**config.mk**
```make
export PLATFORM = sky130hd
export DESIGN_NAME = led_blink_pattern_sequencer_core
export DESIGN_NICKNAME = d
export VERILOG_FILES = /design/src/hdl/lbps_pkg.sv /design/src/hdl/lbps_led.sv /design/src/hdl/led_blink_pattern_sequencer_core.sv
export SDC_FILE = /design/constraint.sdc
export NUM_CORES = 1
export LEC_CHECK = 0
export BUFFER_PORTS_ARGS = -buffer_cell sky130_fd_sc_hd__buf_2
export CORE_MARGIN = 2
export CORE_UTILIZATION = 58
export DETAILED_ROUTE_END_ITERATION = 7
export MAX_ROUTING_LAYER = met4
export PLACE_DENSITY = 0.88
export SKIP_CTS_REPAIR_TIMING = 1
export SLEW_MARGIN = 20
export SYNTH_ARGS = -nofsm -noshare
export SYNTH_HDL_FRONTEND = slang
export SYNTH_SLANG_ARGS = --single-unit
```
**constraint.sdc**
```tcl
create_clock -name clk -period 10.6 [get_ports clk]
set_input_delay 2.12 -clock clk [delete_from_list [all_inputs] [get_ports clk]]
set_output_delay 2.12 -clock clk [all_outputs]
set_load 0.01 [all_outputs]
```
**src/hdl/lbps_pkg.sv**
```systemverilog
// Shared types, pattern tables and codes for the LED blink pattern sequencer.
// Used by lbps_led and led_blink_pattern_sequencer_core; no other dependencies.
package lbps_pkg;

  localparam int NUM_LEDS = 2;
  localparam int DUR_W    = 10;
  localparam int STEP_W   = 3;
  localparam int PAT_W    = 4;

  localparam logic [DUR_W-1:0] ELAPSED_MAX = '1;

  // Operation codes carried on the input channel.
  typedef enum logic [1:0] {
    OP_TICK      = 2'd0,
    OP_SET_READY = 2'd1,
    OP_SET_ROLE  = 2'd2,
    OP_NOP       = 2'd3
  } op_t;

  // Role codes of the set-role command.
  localparam logic [2:0] ROLE_MASTER = 3'd1;
  localparam logic [2:0] ROLE_SLAVE  = 3'd2;

  // Pattern numbers: 0..7 ready patterns, then the role patterns.
  localparam logic [PAT_W-1:0] PAT_UNKNOWN = 4'd8;
  localparam logic [PAT_W-1:0] PAT_MASTER  = 4'd9;
  localparam logic [PAT_W-1:0] PAT_SLAVE   = 4'd10;
  localparam logic [PAT_W-1:0] PAT_NONE    = 4'd15;

  // Configuration register index.
  localparam logic REG_LED_COUNT = 1'b0;

  // Per-LED control for one accepted item.
  typedef struct packed {
    logic             clear;
    logic             tick;
    logic             sel;
    logic [PAT_W-1:0] pat;
  } led_ctl_t;

  function automatic logic [STEP_W-1:0] step_count(input logic [PAT_W-1:0] pat);
    case (pat)
      4'd2, 4'd4: step_count = 3'd4;
      4'd7:       step_count = 3'd6;
      default:    step_count = 3'd2;
    endcase
  endfunction

  function automatic logic [DUR_W-1:0] step_dur(input logic [PAT_W-1:0] pat,
                                                input logic [STEP_W-1:0] st);
    logic [DUR_W-1:0] d;
    d = '0;
    case (pat)
      4'd0: d = (st == 3'd0) ? 10'd120 : 10'd380;
      4'd1: d = (st == 3'd0) ? 10'd120 : 10'd880;
      4'd2: d = (st == 3'd3) ? 10'd640 : 10'd120;
      4'd3: d = 10'd150;
      4'd4: d = (st == 3'd3) ? 10'd720 : ((st == 3'd1) ? 10'd120 : 10'd80);
      4'd5: d = 10'd220;
      4'd6: d = 10'd500;
      4'd7: d = (st == 3'd5) ? 10'd500 : 10'd80;
      4'd8: d = (st == 3'd0) ? 10'd90 : 10'd910;
      default: d = '0;
    endcase
    return d;
  endfunction

  // Blinking patterns are on at every even step and off at every odd one.
  function automatic logic step_level(input logic [STEP_W-1:0] st);
    return ~st[0];
  endfunction

endpackage

```
**src/hdl/lbps_led.sv**
```systemverilog
// State and step logic of one status LED: active pattern, step, timer, level.
// Depends on lbps_pkg for the pattern tables and the control struct.
module lbps_led
  import lbps_pkg::*;
(
  input  logic     clk,
  input  logic     rst_n,
  input  led_ctl_t ctl,
  output logic     level_nxt
);

  logic [PAT_W-1:0]  pat_r,  pat_nxt;
  logic [STEP_W-1:0] step_r, step_nxt;
  logic [DUR_W-1:0]  ms_r,   ms_nxt;
  logic              lvl_r,  lvl_nxt;

  logic [STEP_W-1:0] cnt;
  logic [STEP_W-1:0] st_cur;
  logic [STEP_W-1:0] st_inc;
  logic [DUR_W-1:0]  ms_inc;

  always_comb begin
    cnt    = step_count(pat_r);
    st_cur = (step_r >= cnt) ? '0 : step_r;
    st_inc = st_cur + 3'd1;
    if (st_inc >= cnt) begin
      st_inc = '0;
    end
    ms_inc = (ms_r == ELAPSED_MAX) ? ELAPSED_MAX : ms_r + 10'd1;

    pat_nxt  = pat_r;
    step_nxt = step_r;
    ms_nxt   = ms_r;
    lvl_nxt  = lvl_r;
    if (ctl.clear) begin
      pat_nxt  = PAT_NONE;
      step_nxt = '0;
      ms_nxt   = '0;
      lvl_nxt  = 1'b0;
    end else if (ctl.sel && ctl.pat != pat_r) begin
      pat_nxt  = ctl.pat;
      step_nxt = '0;
      ms_nxt   = '0;
      if (ctl.pat == PAT_MASTER) begin
        lvl_nxt = 1'b1;
      end else if (ctl.pat == PAT_SLAVE) begin
        lvl_nxt = 1'b0;
      end else begin
        lvl_nxt = step_level('0);
      end
    end else if (ctl.tick && pat_r <= PAT_UNKNOWN) begin
      if (ms_inc >= step_dur(pat_r, st_cur)) begin
        step_nxt = st_inc;
        lvl_nxt  = step_level(st_inc);
        ms_nxt   = '0;
      end else begin
        ms_nxt = ms_inc;
      end
    end
  end

  assign level_nxt = lvl_nxt;

  always_ff @(posedge clk) begin
    if (!rst_n) begin
      pat_r  <= PAT_NONE;
      step_r <= '0;
      ms_r   <= '0;
      lvl_r  <= 1'b0;
    end else begin
      pat_r  <= pat_nxt;
      step_r <= step_nxt;
      ms_r   <= ms_nxt;
      lvl_r  <= lvl_nxt;
    end
  end

endmodule

```
**src/hdl/led_blink_pattern_sequencer_core.sv**
```systemverilog
// Top level of the LED blink pattern sequencer: stream ports, APB register,
// input and result registers, and two lbps_led instances. Uses lbps_pkg.
//
// Channel  | Direction | Handshake            | Payload
// ---------+-----------+----------------------+---------------------------------------
// in       | slave     | in_tvalid/in_tready  | tuser: operation; tdata: pattern_code
// out      | master    | out_tvalid/out_tready| tuser: command_ignored; tdata: levels
// cfg      | APB slave | psel/penable/pready  | register 0 = led_count (2 bits)
//
// An accepted item waits in the input register; in the cycle it leaves,
// the LED state updates and the result register loads, and the result
// register drives the output directly. A new item can be taken every cycle
// while the output is not stalled.
// The input register empties whenever the result register is free or being
// drained, so out_tready low stalls the input only once both registers hold.
// Reset (rst_n, synchronous) empties both registers, sets led_count to 0
// and puts both LEDs in the no-pattern state with the level low.
// A write to led_count clears the LED state in the same cycle.
module led_blink_pattern_sequencer_core
  import lbps_pkg::*;
(
  input  logic        clk,
  input  logic        rst_n,
  // Input item stream.
  input  logic        in_tvalid,
  output logic        in_tready,
  input  logic [7:0]  in_tdata,   // [2:0] pattern_code, [7:3] zero
  input  logic [1:0]  in_tuser,   // [1:0] operation
  // Result item stream.
  output logic        out_tvalid,
  input  logic        out_tready,
  output logic [7:0]  out_tdata,  // [0] led0_level, [1] led1_level, [7:2] zero
  output logic        out_tuser,  // [0] command_ignored
  // Configuration port.
  input  logic        cfg_psel,
  input  logic        cfg_penable,
  input  logic        cfg_pwrite,
  input  logic [2:0]  cfg_paddr,
  input  logic [31:0] cfg_pwdata,
  output logic [31:0] cfg_prdata,
  output logic        cfg_pready
);

  // Input register.
  logic       in_v_r;
  logic [1:0] op_r;
  logic [2:0] code_r;

  // Result register.
  logic       out_v_r;
  logic [1:0] lvl_r, lvl_nxt;
  logic       ign_r, ign_nxt;

  logic [1:0] led_count_r;
  logic       cfg_wr;
  logic       advance;
  logic       use0, use1;
  led_ctl_t   ctl0, ctl1;
  logic       lvl0_nxt, lvl1_nxt;

  assign cfg_pready = 1'b1;
  assign cfg_wr     = cfg_psel && cfg_penable && cfg_pwrite && cfg_paddr[2] == REG_LED_COUNT;
  assign cfg_prdata = (cfg_paddr[2] == REG_LED_COUNT) ? {30'd0, led_count_r} : 32'd0;

  // Counts above the number of LEDs saturate, so LED 1 is in use for 2 and 3.
  assign use0 = led_count_r != 2'd0;
  assign use1 = led_count_r[1];

  assign advance   = in_v_r && (!out_v_r || out_tready);
  assign in_tready = !in_v_r || advance;

  always_comb begin
    ctl0       = '0;
    ctl1       = '0;
    ctl0.clear = cfg_wr;
    ctl1.clear = cfg_wr;
    ctl0.pat   = {1'b0, code_r};
    if (code_r == ROLE_MASTER) begin
      ctl1.pat = PAT_MASTER;
    end else if (code_r == ROLE_SLAVE) begin
      ctl1.pat = PAT_SLAVE;
    end else begin
      ctl1.pat = PAT_UNKNOWN;
    end
    ign_nxt = 1'b0;
    if (advance) begin
      case (op_t'(op_r))
        OP_TICK: begin
          ctl0.tick = use0;
          ctl1.tick = use1;
        end
        OP_SET_READY: begin
          ctl0.sel = use0;
          ign_nxt  = !use0;
        end
        OP_SET_ROLE: begin
          ctl1.sel = use1;
          ign_nxt  = !use1;
        end
        default: begin
        end
      endcase
    end
    lvl_nxt = {lvl1_nxt & use1, lvl0_nxt & use0};
  end

  lbps_led u_led0 (
    .clk       (clk),
    .rst_n     (rst_n),
    .ctl       (ctl0),
    .level_nxt (lvl0_nxt)
  );

  lbps_led u_led1 (
    .clk       (clk),
    .rst_n     (rst_n),
    .ctl       (ctl1),
    .level_nxt (lvl1_nxt)
  );

  always_ff @(posedge clk) begin
    if (!rst_n) begin
      in_v_r      <= 1'b0;
      out_v_r     <= 1'b0;
      led_count_r <= '0;
    end else begin
      if (in_tready) begin
        in_v_r <= in_tvalid;
      end
      if (advance) begin
        out_v_r <= 1'b1;
      end else if (out_tready) begin
        out_v_r <= 1'b0;
      end
      if (cfg_wr) begin
        led_count_r <= cfg_pwdata[1:0];
      end
    end
  end

  // Payload registers carry no reset.
  always_ff @(posedge clk) begin
    if (in_tready && in_tvalid) begin
      op_r   <= in_tuser;
      code_r <= in_tdata[2:0];
    end
    if (advance) begin
      lvl_r <= lvl_nxt;
      ign_r <= ign_nxt;
    end
  end

  assign out_tvalid = out_v_r;
  assign out_tdata  = {6'd0, lvl_r};
  assign out_tuser  = ign_r;

endmodule
```
-- Word-level counts from Yosys, hierarchy flattened
Cells that the tools add are included.
- add/subtract/negate cells: 4
- $lt $le $gt $ge: 8
- equality and inequality tests: 32
- muxes and demuxes: 54
- bitwise operators: 6
- reduce and logical (&&, ||, !) cells: 29
- operators with widths (kind ; count):
    two-way mux 10 bit ; 18
    one-hot mux 10 bit (9 select lines) ; 2
    two-way mux 9 bit ; 4
    equality test 4 x 3 -> 1 bit (second input constant) ; 8
    adder 10 x 1 -> 10 bit (second input constant) ; 2
    equality test 10 bit (second input constant) ; 2
    >= comparator 10 bit ; 2
    equality test 4 x 2 -> 1 bit (second input constant) ; 4
    equality test 4 bit (second input constant) ; 4
    two-way mux 1 bit ; 16
    >= comparator 3 bit ; 4
    two-way mux 3 bit ; 4
    two-way mux 6 bit ; 2
    one-hot mux 3 bit (2 select lines) ; 2
    two-way mux 2 bit ; 5
    equality test 3 x 1 -> 1 bit (second input constant) ; 3
    equality test 3 x 2 -> 1 bit (second input constant) ; 3
    logical AND 1 bit ; 9
    equality test 4 x 1 -> 1 bit (second input constant) ; 2
    less-or-equal comparator 4 bit (second input constant) ; 2
    logical NOT 4 bit ; 2
    adder 3 x 1 -> 3 bit (second input constant) ; 2
    equality test 3 bit (second input constant) ; 2
    logical NOT 3 bit ; 2
    other kinds (14) ; 27
- register bits after elaboration: 48
- input bits: 52
- output and inout port bits: 44
- logic and storage cells: 148

-- Depth between registers and ports, before layout
- depth in word-level cells: 18
- mapped depth: 23

-- Cells and area by module
From an unflattened synthesis, not the netlist that was laid out.
- cell total of the unflattened synthesis: 551
- area total of the unflattened synthesis: 4351.7 µm²
- by module, submodules not included (module ; instances ; cells each ; area an instance (µm²) ; seq. area each (µm²)):
    lbps_led at u_led1 ; 1 ; 237 ; 1785.5 ; 360.3
    lbps_led at u_led0 ; 1 ; 229 ; 1706.6 ; 360.3
    led_blink_pattern_sequencer_core ; 1 ; 85 ; 859.6 ; 320.3

-- Worst setup path before layout
Ideal clock, no wire load.
- path type: input to output
- start point: input port out_tready
- end point: output port in_tready
- arrival time: 2.393 ns
- required time: 8.480 ns
- slack: 6.087 ns
- stages: 2
- cell sequence: nor2b_1 -> nand2_1
- word-level cells in the longest chain between the ends: 3
- ends and longest elaborated chain (what ; line ; text):
    start, declared ; led_blink_pattern_sequencer_core.sv:31 ; input logic out_tready,
    logical OR 1 bit ; led_blink_pattern_sequencer_core.sv:69 ; assign advance = in_v_r && (!out_v_r || out_tready);
    logical AND 1 bit ; led_blink_pattern_sequencer_core.sv:69 ;
    logical OR 1 bit ; led_blink_pattern_sequencer_core.sv:70 ; assign in_tready = !in_v_r || advance;
    end, declared ; led_blink_pattern_sequencer_core.sv:26 ; output logic in_tready,
Every way passes these cells.

-- Worst setup path after layout
- start point: register u_led0.pat_r[2]
- end point: register u_led0.ms_r[3]
- word-level cells in the longest chain between the ends: 14
- ends and longest elaborated chain (what ; line ; text):
    start, declared ; lbps_led.sv:12 ; logic [PAT_W-1:0] pat_r, pat_nxt;
    start signal, assigned ; lbps_led.sv:71 ; pat_r <= pat_nxt;
    equality test 4 x 2 -> 1 bit or equality test 4 x 3 -> 1 bit (tied branches) ; lbps_pkg.sv:42, lbps_pkg.sv:53 ;
    OR reduction 2 bit ; lbps_pkg.sv:42 ; case (pat)
    one-hot mux 3 bit (2 select lines) ; lbps_pkg.sv:42 ;
    >= comparator 3 bit ; lbps_led.sv:24 ; st_cur = (step_r >= cnt) ? '0 : step_r;
    two-way mux 3 bit ; lbps_led.sv:24 ;
    equality test 3 x 1 -> 1 bit ; lbps_pkg.sv:58 ; 4'd4: d = (st == 3'd3) ? 10'd720 : ((st == 3'd1) ? 10'd120 : 10'd80);
    two-way mux 6 bit ; lbps_pkg.sv:58 ;
    two-way mux 10 bit ; lbps_pkg.sv:58 ;
    one-hot mux 10 bit (9 select lines) ; lbps_pkg.sv:53 ; case (pat)
    two-way mux 10 bit ; lbps_led.sv:51 ; end else if (ctl.tick && pat_r <= PAT_UNKNOWN) begin
    two-way mux 10 bit ; lbps_led.sv:40 ; end else if (ctl.sel && ctl.pat != pat_r) begin
    two-way mux 10 bit ; lbps_led.sv:35 ; if (ctl.clear) begin
    >= comparator 10 bit ; lbps_led.sv:52 ; if (ms_inc >= step_dur(pat_r, st_cur)) begin
    two-way mux 10 bit ; lbps_led.sv:52 ;
    end signal, assigned ; lbps_led.sv:73 ; ms_r <= ms_nxt;
    end, declared ; lbps_led.sv:14 ; logic [DUR_W-1:0] ms_r, ms_nxt;
Parallel ways exist; a longest one is shown, timed or not. The select of a mux whose other input is x is not followed.
A chain may end at the register's enable or synchronous reset.

==> flow_metrics.tcl <==
set metrics [dict create \
    setup_viol 0 \
    start_util_pct 60.5 \
    final_util_pct 62.0 \
    io_pins 96 \
    die_height_um 83.0 \
    timing.slew.headroom_pct 53.7 \
    grt_max_degree 19 \
    netlist.area_leader.share_pct 21.6 \
    worst_pin_slew_ns 0.693 \
    vdd_drop_max_mv 0.0880 \
    critPathSlowestCell "dfxtp_1" \
    nets 532 \
    drive_gt1_share_pct 9.78 \
    finalCriticalPeriod_ns 5.39 \
    critPathTopFamily "compound AO/OA/AOI/OAI gates" \
    ys_ff_latch 47 \
    netlist_instances 436 \
    dr_total_vias 3048 \
    final_cell_mix "nor2_1 (45), nand2_1 (45), conb_1 (40)" \
    fin_crit_sh_pct 50.9 \
    cts_buffers 5 \
    syn_area_um2 3620 \
    syn_to_final_growth_pct 2.56 \
    leakagePower_nw 1.65 \
    place_ws_ns 5.29 \
    synthTopCellsByArea "dfxtp_1 (22%), ha_1 (11%), buf_4 (8.1%)" \
    fin_tns_setup_ns 0 \
    p_per_area_nw_per_um2 91.2 \
    synth_ff_type "dfxtp_1" \
    rows 28 \
    worst_slack_ns 5.21 \
    grt_pass1_vias 2965 \
    critPathLaunchType "register" \
    clkLatencyLatePin_ns 0.30 \
    fin_skew_ns 0.00547 \
    critPathBufInv 1 \
    synth_cell_types 66 \
    clock_path_buffers 2 \
    fp.dieArea_um2 6890 \
    place_inst 517 \
    hp-class "register to register" \
    synth-seq-area-share_pct 28.2 \
    drv_cap 0 \
    grt_pass1_wl_mm 12.6 \
    cts_tree "done" \
    antenna_found_initial 0 \
    io_buffers 21 \
    crit_fanout 16 \
    crit_top_cell "ha_1" \
    grt.busiest_layer "met2" \
    post_drt_via_cell_ratio 5.81 \
    drc 0 \
    cp-end-kind "register" \
    drt-wirelength-per-cell_um 13.6 \
    yosys_warnings 0 \
    synth_enable_flop_cells 8 \
    ant_nets 0 \
    met2_usage_pct 39.1 \
    synthArstFlopShare_pct 0 \
    hold_viol 0 \
    fp.dieW_um 83.0 \
    cts-htree-levels 2 \
    slowest_delay_ns 0.75 \
    grt_use_met1_pct 25.2 \
    drtPass1Iterations 4 \
    max_freq_ghz 0.186 \
    coreArea_um2 5990 \
    slew_violations 0 \
    rsz0062_at_grt "no" \
    n_antenna_cell 0 \
    drt-initial-drc-count 189 \
    syn_area_per_cell_um2 8.31 \
    place_congestion 0.912 \
    clkTransAtPathRegs_ns 0.09 \
    grt_use_met3_pct 4.17 \
    drt_wl_total_mm 7.13 \
    overflow 0 \
    status "finished, final reports clean" \
    crit_path_cell_trace "xnor2_1, nor2_1, nand2_1, ha_1, nor2b_1, a2111oi_0, o21ai_1, inv_1, ha_1, ha_1, nand3b_1, o21ai_0, a22oi_2, o32ai_1, a21oi_1, ha_1, and3_1, o21ai_0, a31oi_1, o31ai_4, nand3_2, a311oi_1" \
    grt_usage_pct 22.1 \
    arrival_ns 5.60 \
    dp_hpwl_mm 5.52 \
    synth_largest_area_cell "dfxtp_1" \
    worst_ep_required_time_ns 10.81 \
    clock_sinks 47 \
    clock_tree.root_cell "clkbuf_8" \
    instances_no_fill 525 \
    crit_type "register to register" \
]
## metal layers
metal	part of all wire (%)	wire length (µm)
met5	0	0
met4	1.7	118
met3	4.3	305
met2	51	3670
met1	43	3040
## worst register-to-register path: stages, from the launching register on
cell	delay, ns
dfxtp_1	0.75
xnor2_1	0.19
nor2_1	0.27
nand2_1	0.13
ha_1	0.22
nor2b_1	0.11
a2111oi_0	0.07
o21ai_1	0.41
inv_1	0.13
ha_1	0.23
ha_1	0.25
nand3b_1	0.18
o21ai_0	0.22
a22oi_2	0.08
o32ai_1	0.20
a21oi_1	0.14
ha_1	0.28
and3_1	0.17
o21ai_0	0.08
a31oi_1	0.14
o31ai_4	0.44
nand3_2	0.31
a311oi_1	0.32
## final cells by class
type,instances,area [µm²]
Fill cell,508,2280
Clock inverter,3,38.8
Timing Repair Buffer,21,105
Clock buffer,5,68.8
Multi-Input combinational cell,356,2320
Inverter,18,67.6
Sequential cell,47,1020
Tap cell,75,93.8
## cell usage after synthesis (all sizes together) (6+ instances only)
| cell type | count |
|---|---|
| edfxtp | 8 |
| a211oi | 7 |
| nand3 | 12 |
| buf | 44 |
| inv | 18 |
| dfxtp | 39 |
| nand4 | 7 |
| nor2 | 46 |
| nor2b | 10 |
| ha | 31 |
| nand2b | 7 |
| a31oi | 7 |
| clkbuf | 9 |
| and3 | 8 |
| o21ai | 11 |
| xnor2 | 10 |
| a311oi | 8 |
| nand2 | 45 |
| mux2i | 14 |
| and2 | 6 |
| a21oi | 31 |
## registers in the layout, summed over array words and instances, names as in the netlist
signal         cells
u_led1.lvl_r       1
u_led1.pat_r       3
led_count_r        2
out_tuser          1
lvl_r              2
u_led1.step_r      3
op_r               2
code_r             3
u_led0.lvl_r       1
u_led0.step_r      3
u_led0.ms_r       10
out_tvalid         1
u_led1.ms_r       10
in_v_r             1
u_led0.pat_r       4
## cell families after synthesis
family | Yosys count | share of synthesized area, %
DFF | 47 | 28.2
xor gates and xnor gates | 11 | 2.66
adders and majority gates | 32 | 11.0
AOI/OAI and AO/OA | 92 | 18.6
and+or+nand+nor | 166 | 23.5
muxes | 15 | 4.18
other | 2 | 0.207
buffers and inverters | 71 | 11.7
## final timing paths
kind / from / end / slack, ns / cells after the start
setup / recovery: u_led0.pat_r[2] / u_led0.ms_r[3] / 5.21 / 22
hold / removal: u_led1.step_r[1] / u_led1.step_r[1] / 0.45 / 2
setup reg to reg: u_led0.pat_r[2] / u_led0.ms_r[3] / 5.21 / 22
hold reg to reg: u_led1.step_r[1] / u_led1.step_r[1] / 0.45 / 2
## power breakdown
group / leakage [nW] / switching [mW] / internal [mW]
Combinational: 1.20 / 0.0151 / 0.00661
Clock: 0.0556 / 0.0618 / 0.0691
Sequential: 0.393 / 0.00259 / 0.184
Total: 1.65 / 0.0795 / 0.259
## through the flow
stage               total power, mW  instance area, µm²  hold WS (ns)
floorplan                     0.216                3760         0.408
global route                  0.351                3710         0.471
CTS                           0.341                3710         0.455
detailed placement            0.212                3610         0.441
global placement              0.211                3610         0.417
finish                        0.339                3710         0.448
No activity file was read; power rests on OpenSTA's default activity.
